**src/sawt_pkg.sv**
```systemverilog
`default_nettype none
package sawt_pkg;

   localparam int WindowBits = 64;
   localparam int CountBits  = $clog2(WindowBits + 1);

   typedef struct packed {
      logic [31:0] seq_number;
      logic [31:0] ack_number;
      logic [63:0] ack_mask;
   } req_type;

   typedef struct packed {
      logic [7:0]  recv_loss_count;
      logic [7:0]  send_loss_count;
      logic        ack_itself_new;
      logic [31:0] mask_base;
      logic [63:0] new_ack_bits;
      logic [63:0] spilled_ack_bits;
      logic        old_ack_outside;
   } rsp_type;

   // Classified request passed from the front part to the back part.
   typedef struct packed {
      req_type     req;
      logic [63:0] mask;
   } work_type;

   // Mask of the window width.
   function automatic logic [63:0] win_mask();
      logic [63:0] m;
      m = '0;
      for (int i = 0; i < WindowBits; i++) m[i] = 1'b1;
      return m;
   endfunction

   // Population count of a 64-bit word.
   function automatic logic [CountBits-1:0] ones_in(input logic [63:0] x);
      logic [CountBits-1:0] c;
      c = '0;
      for (int i = 0; i < 64; i++) c = c + CountBits'(x[i]);
      return c;
   endfunction

   // Shift a history window by gap d, marking the previous newest number in it.
   function automatic logic [63:0] adv_hist(input logic [63:0] h, input logic [31:0] d);
      logic [63:0] r;
      r = (d >= 32'd64) ? 64'd0 : (h << d[5:0]);
      if (d <= 32'd64) r = r | (64'd1 << 6'(d - 32'd1));
      return r & win_mask();
   endfunction

   function automatic logic [7:0] adv_loss(input logic [63:0] h, input logic [31:0] d,
                                           input logic counting);
      logic [6:0]  k;
      logic [63:0] top;
      logic [32:0] z;
      k   = (d < 32'(WindowBits)) ? 7'(d) : 7'(WindowBits);
      top = (k == 7'd0) ? 64'd0 : ((h & win_mask()) >> (7'(WindowBits) - k));
      z   = 33'(k) - 33'(ones_in(top));
      if (d > 32'(WindowBits + 1)) z = z + 33'(d) - 33'(WindowBits + 1);
      if (!counting) z = '0;
      return (z > 33'd255) ? 8'd255 : z[7:0];
   endfunction

endpackage
`default_nettype wire

```
**src/sawt_if.sv**
```systemverilog
`default_nettype none
interface sawt_req_if;
   logic               valid;
   logic               ready;
   sawt_pkg::req_type  payload;
   modport source (output valid, output payload, input ready);
   modport sink   (input valid, input payload, output ready);
endinterface

interface sawt_rsp_if;
   logic               valid;
   logic               ready;
   sawt_pkg::rsp_type  payload;
   modport source (output valid, output payload, input ready);
   modport sink   (input valid, input payload, output ready);
endinterface
`default_nettype wire

```
**src/sawt_front.sv**
```systemverilog
`default_nettype none
module sawt_front (
   input  wire logic                clock,
   input  wire logic                reset,
   sawt_req_if.sink                 req,
   output sawt_pkg::work_type       work_ff,
   output logic                     work_valid_ff,
   input  wire logic                work_ready
);

   sawt_pkg::work_type work_in;
   logic               work_valid_in;

   // Two-entry skid queue: a register plus a spare.
   sawt_pkg::work_type spare_ff, spare_in;
   logic               spare_valid_ff, spare_valid_in;

   assign req.ready = !spare_valid_ff;

   // Classify: keep only the window bits of the mask.
   sawt_pkg::work_type incoming;
   always_comb begin
      incoming.req  = req.payload;
      incoming.mask = req.payload.ack_mask & sawt_pkg::win_mask();
   end

   always_comb begin
      work_in        = work_ff;
      work_valid_in  = work_valid_ff;
      spare_in       = spare_ff;
      spare_valid_in = spare_valid_ff;
      if (work_ready || !work_valid_ff) begin
         if (spare_valid_ff) begin
            work_in        = spare_ff;
            work_valid_in  = 1'b1;
            spare_valid_in = 1'b0;
         end else begin
            work_in       = incoming;
            work_valid_in = req.valid;
         end
      end else if (req.valid && req.ready) begin
         spare_in       = incoming;
         spare_valid_in = 1'b1;
      end
   end

   always_ff @(posedge clock) begin
      work_ff  <= work_in;
      spare_ff <= spare_in;
      if (reset) begin
         work_valid_ff  <= 1'b0;
         spare_valid_ff <= 1'b0;
      end else begin
         work_valid_ff  <= work_valid_in;
         spare_valid_ff <= spare_valid_in;
      end
   end

endmodule
`default_nettype wire

```
**src/sawt_back.sv**
```systemverilog
`default_nettype none
module sawt_back (
   input  wire logic                clock,
   input  wire logic                reset,
   input  wire sawt_pkg::work_type  work,
   input  wire logic                work_valid,
   output logic                     work_ready,
   sawt_rsp_if.source               rsp
);

   logic [31:0] newest_seq_ff, newest_seq_in;
   logic [63:0] seq_hist_ff, seq_hist_in;
   logic [31:0] newest_ack_ff, newest_ack_in;
   logic [63:0] ack_hist_ff, ack_hist_in;
   sawt_pkg::rsp_type rsp_ff, rsp_in;
   logic        rsp_valid_ff, rsp_valid_in;
   logic        take;

   assign work_ready = !rsp_valid_ff || rsp.ready;
   assign take       = work_valid && work_ready;
   assign rsp.valid   = rsp_valid_ff;
   assign rsp.payload = rsp_ff;

   // Update both windows and form the response.
   always_comb begin
      logic [31:0] seq, ack, d, last;
      logic [63:0] cur, res, keep, wm;
      seq  = work.req.seq_number;
      ack  = work.req.ack_number;
      wm   = sawt_pkg::win_mask();
      d    = '0;
      last = '0;
      keep = '0;
      newest_seq_in = newest_seq_ff;
      seq_hist_in   = seq_hist_ff;
      newest_ack_in = newest_ack_ff;
      rsp_in        = '0;
      // Sequence window.
      if (seq > newest_seq_ff) begin
         last = newest_seq_ff;
         newest_seq_in = seq;
         if (last != 32'd0) begin
            d = seq - last;
            rsp_in.recv_loss_count = sawt_pkg::adv_loss(seq_hist_ff, d,
                                        last > 32'(sawt_pkg::WindowBits - 1));
            seq_hist_in = sawt_pkg::adv_hist(seq_hist_ff, d);
         end
      end else if (seq < newest_seq_ff) begin
         d = newest_seq_ff - seq - 32'd1;
         if (d < 32'(sawt_pkg::WindowBits))
            seq_hist_in = (seq_hist_ff | (64'd1 << d[5:0])) & wm;
      end
      // Acknowledge window.
      cur = ack_hist_ff & wm;
      res = cur | work.mask;
      if (ack > newest_ack_ff) begin
         last = newest_ack_ff;
         newest_ack_in = ack;
         rsp_in.ack_itself_new = 1'b1;
         if (last != 32'd0) begin
            d = ack - last;
            rsp_in.send_loss_count = sawt_pkg::adv_loss(cur, d,
                                        last > 32'(sawt_pkg::WindowBits - 1));
            cur = sawt_pkg::adv_hist(cur, d);
         end
         res = cur | work.mask;
      end else if (ack < newest_ack_ff) begin
         d   = newest_ack_ff - ack - 32'd1;
         res = cur;
         if (d < 32'(sawt_pkg::WindowBits)) begin
            // Mask bits that land at or beyond the window top are spilled.
            keep = (64'd1 << 6'(32'(sawt_pkg::WindowBits) - d - 32'd1)) - 64'd1;
            res = res | (64'd1 << d[5:0]);
            res = res | (((d == 32'd63) ? 64'd0 : (work.mask << 6'(d + 32'd1))) & wm);
            rsp_in.spilled_ack_bits = work.mask & ~keep;
         end else begin
            rsp_in.old_ack_outside  = 1'b1;
            rsp_in.spilled_ack_bits = work.mask;
         end
      end
      res = res & wm;
      ack_hist_in = res;
      rsp_in.mask_base    = newest_ack_in;
      rsp_in.new_ack_bits = res ^ cur;
      rsp_valid_in = take ? 1'b1 : (rsp_valid_ff && !rsp.ready);
   end

   always_ff @(posedge clock) begin
      if (take) rsp_ff <= rsp_in;
      if (reset) begin
         newest_seq_ff <= '0;
         seq_hist_ff   <= '0;
         newest_ack_ff <= '0;
         ack_hist_ff   <= '0;
         rsp_valid_ff  <= 1'b0;
      end else begin
         rsp_valid_ff <= rsp_valid_in;
         if (take) begin
            newest_seq_ff <= newest_seq_in;
            seq_hist_ff   <= seq_hist_in;
            newest_ack_ff <= newest_ack_in;
            ack_hist_ff   <= ack_hist_in;
         end
      end
   end

endmodule
`default_nettype wire

```
**src/seq_ack_window_tracker_top.sv**
```systemverilog
// Request path: work register, then combinational shift and popcount, then response register.
// Throughput: one request per cycle unless the response side stalls.
// A two-entry queue lets the request side run on while the response side stalls.
// Reset (synchronous, active high) clears both windows and empties the queue and output.
`default_nettype none
module seq_ack_window_tracker_top (
   input  wire logic   clock,
   input  wire logic   reset,
   sawt_req_if.sink    req,
   sawt_rsp_if.source  rsp
);

   sawt_pkg::work_type work;
   logic               work_valid;
   logic               work_ready;

   // Front part: accepts and queues requests.
   sawt_front u_front (
      .clock         (clock),
      .reset         (reset),
      .req           (req),
      .work_ff       (work),
      .work_valid_ff (work_valid),
      .work_ready    (work_ready)
   );

   // Back part: updates windows and holds the response.
   sawt_back u_back (
      .clock      (clock),
      .reset      (reset),
      .work       (work),
      .work_valid (work_valid),
      .work_ready (work_ready),
      .rsp        (rsp)
   );

endmodule
`default_nettype wire

```
**src/flat_wrapper.sv**
```systemverilog
// flat-port wrapper written by rule: the top's interface ports become plain ports
module seq_ack_window_tracker_top_flat 
  (clock, reset, req_valid, req_payload, req_ready, rsp_valid, rsp_payload, rsp_ready);
  sawt_req_if req_i ();
  sawt_rsp_if rsp_i ();
  input  wire logic clock;
  input  wire logic reset;
  input wire logic [$bits(req_i.valid)-1:0] req_valid;
  input wire logic [$bits(req_i.payload)-1:0] req_payload;
  output wire logic [$bits(req_i.ready)-1:0] req_ready;
  output wire logic [$bits(rsp_i.valid)-1:0] rsp_valid;
  output wire logic [$bits(rsp_i.payload)-1:0] rsp_payload;
  input wire logic [$bits(rsp_i.ready)-1:0] rsp_ready;
  assign req_i.valid = req_valid;
  assign req_i.payload = req_payload;
  assign req_ready = req_i.ready;
  assign rsp_valid = rsp_i.valid;
  assign rsp_payload = rsp_i.payload;
  assign rsp_i.ready = rsp_ready;
  seq_ack_window_tracker_top u_core (.clock(clock), .reset(reset), .req(req_i), .rsp(rsp_i));
endmodule
```
**config.mk**
```make
export PLATFORM = sky130hd
export DESIGN_NAME = seq_ack_window_tracker_top_flat
export DESIGN_NICKNAME = d
export VERILOG_FILES = /design/src/sawt_pkg.sv /design/src/sawt_if.sv /design/src/sawt_front.sv /design/src/sawt_back.sv /design/src/seq_ack_window_tracker_top.sv /design/src/flat_wrapper.sv
export SDC_FILE = /design/constraint.sdc
export NUM_CORES = 2
export LEC_CHECK = 0
export BUFFER_PORTS_ARGS = -buffer_cell sky130_fd_sc_hd__buf_2
export CAP_MARGIN = 10
export CELL_PAD_IN_SITES_DETAIL_PLACEMENT = 2
export CELL_PAD_IN_SITES_GLOBAL_PLACEMENT = 2
export CORE_MARGIN = 2
export CORE_UTILIZATION = 40
export CTS_CLUSTER_DIAMETER = 30
export DETAILED_ROUTE_END_ITERATION = 7
export PLACE_DENSITY_LB_ADDON = 0.12
export SLEW_MARGIN = 20
export SYNTH_ARGS = -nofsm -noshare
export SYNTH_HDL_FRONTEND = slang
export SYNTH_HIERARCHICAL = 1
export SYNTH_SLANG_ARGS = --single-unit
```
**constraint.sdc**
```tcl
create_clock -name clock -period 20.2 [get_ports clock]
set_input_delay 1.01 -clock clock [delete_from_list [all_inputs] [get_ports clock]]
set_output_delay 1.01 -clock clock [all_outputs]
set_load 0.02 [all_outputs]
```
==> out/metrics.yaml <==
worst_setup_path:
  cp-end-kind: "register"
  slowest_delay_ns: 0.74
  critPathLaunchType: "register"
  required_ns: 20.73
  slowest_stage: "ha_2"
  crit_type: "reg -> reg"
  path_max_fanout: 41
  critPathMostFrequentCell: "fa_1"
  cp.arrival_ns: 19.64
final_layout:
  nets: 8491
  final_common_cell: "nand2_1"
  layout_common_cells: "nand2_1, nor2_1, a21oi_1"
  fillers: 18000
  areaGrowthSynthToFinish_pct: 15.1
  drive_gt1_frac: 0.170
floorplan:
  fp-row-count: 150
  io_pins: 312
  core_area_um2: 167000
  die_area_um2: 172000
  start_util: 0.403
  fp.dieH_um: 415
  fp.dieW_um: 415
drt:
  totalWireLength_um: 368000
  num_vias: 71000
  first_pass_iters: 6
  route.detailed.wl_per_inst_um: 35.8
  drc_errors: 0
  ant_nets: 0
  viasPerCell: 6.91
  drtIter0Drc: 8648
timing:
  period_share: 0.946
  clock_skew_ns: 0.134
  setup_viol: 0
  worst_pin_slew_ns: 1.27
  finalHoldViolations: 0
  rsz0062_at_grt: "false"
  setup_tns_ns: 0
  finalMaxSlewViolations: 0
  period_needed_ns: 19.11
  fmax_mhz: 52.3
  slew-limit-headroom: 0.149
place:
  gp_congestion: 1.03
  dp_hpwl_um: 269000
  numPortBuffers: 311
synth:
  ys_warn_count: 6
  syn_avg_cell_area_um2: 8.57
  syn_inst: 7877
  syn_nets: 8484
  netlist_area_um2: 67500
clock_tree:
  clk_latency_ns: 0.90
  clkSinkCount: 629
  cts_made_buffers: 188
  postCtsSetupBuffers: 0
  cts_buffer_depth: 3
  htreeDepth: 4
  root_buffer: "clkbuf_16"
  cts.reportedPaths.clkPinSlew_ns: 0.05
  cts_tree: "built"
  hold_buffers: 0
grt:
  overflow: 0
  grt_antenna_before_repair: 33
  grt_max_degree: 129
  grt_first_pass_wirelength_um: 531000
  grt_use_total: 0.414
  grt_pass1_vias: 74000
run_status:
  outcome: "completed"
min_path:
  hold_path.class: "in -> reg"
flow_run:
  cap_viol_max_count: 0
through the flow:
step	cell area [um2]	utilization	hold slack (ns)	instances	setup slack, ns
floorplan	67500	-	0.439	7877	4.28
global placement	70400	0.421	0.499	9896	2.25
detailed placement	70400	0.421	0.524	9896	1.47
CTS	77600	0.463	0.272	10300	1.09
global route	77600	0.464	0.298	10300	0.161
finish	77700	0.464	0.309	10300	1.09
repair_timing:
action,in CTS,in global routing
setup endpoints to repair,0,1
hold endpoints to repair,0,0
resized for setup,0,1
state kept, by name, indices dropped and copies added (netlist names):
name,flops
u_core/u_back/ack_hist_ff,64
u_core/u_back/newest_ack_ff,32
u_core/u_back/newest_seq_ff,32
u_core/u_back/rsp.payload,178
u_core/u_back/rsp.valid,1
u_core/u_back/seq_hist_ff,64
u_core/u_front/spare_ff,128
u_core/u_front/spare_valid_ff,1
u_core/u_front/work_ff,128
u_core/u_front/work_valid_ff,1
layout make-up:
| class | count | area (um2) | share of cell area |
|---|---|---|---|
| Clock inverter | 120 | 1990 | 0.0256 |
| Clock buffer | 237 | 5120 | 0.0659 |
| Inverter | 510 | 1950 | 0.0251 |
| Timing Repair Buffer | 452 | 2670 | 0.0344 |
| Multi-Input combinational cell | 6103 | 46200 | 0.595 |
| Sequential cell | 629 | 16900 | 0.218 |
| Antenna cell | 18 | 45.0 | 0.000580 |
| Tap cell | 2204 | 2760 | 0.0355 |
path summary, 6_finish.rpt:
path	slack, ns	cells past startpoint	end	startpoint
setup / recovery	1.09	57	u_core/u_back/rsp.payload[171]$_SDFFCE_PN0P_	u_core/u_front/work_ff[176]$_DFFE_PP_
hold / removal	0.31	1	u_core/u_front/spare_ff[148]$_DFFE_PP_	req_payload[84]
setup reg to reg	1.09	57	u_core/u_back/rsp.payload[171]$_SDFFCE_PN0P_	u_core/u_front/work_ff[176]$_DFFE_PP_
hold reg to reg	0.53	2	u_core/u_back/newest_seq_ff[9]$_SDFFE_PP0P_	u_core/u_back/newest_seq_ff[9]$_SDFFE_PP0P_
worst max-delay path, delay by kind of cell, from the launching register on:
kind                       cells  cell delay (ns)
and+or+nand+nor               15             3.87
xor gates and xnor gates       2             0.35
muxes                          1             0.42
AOI/OAI and AO/OA             14             4.53
DFF                            1             0.40
adders and majority gates     15             7.14
buffers and inverters         10             1.97
per-layer routing:
metal	vias up	share of wire	global-route usage
met5	-	0.00035	0
met4	20	0.066	0.239
met3	976	0.078	0.0687
met2	3862	0.46	0.656
met1	36700	0.40	0.534
li1	29400	-	-
Power is left out: the tool's default activity adds up to more than one toggle a clock period on the data nets, which glitch-free logic cannot reach.
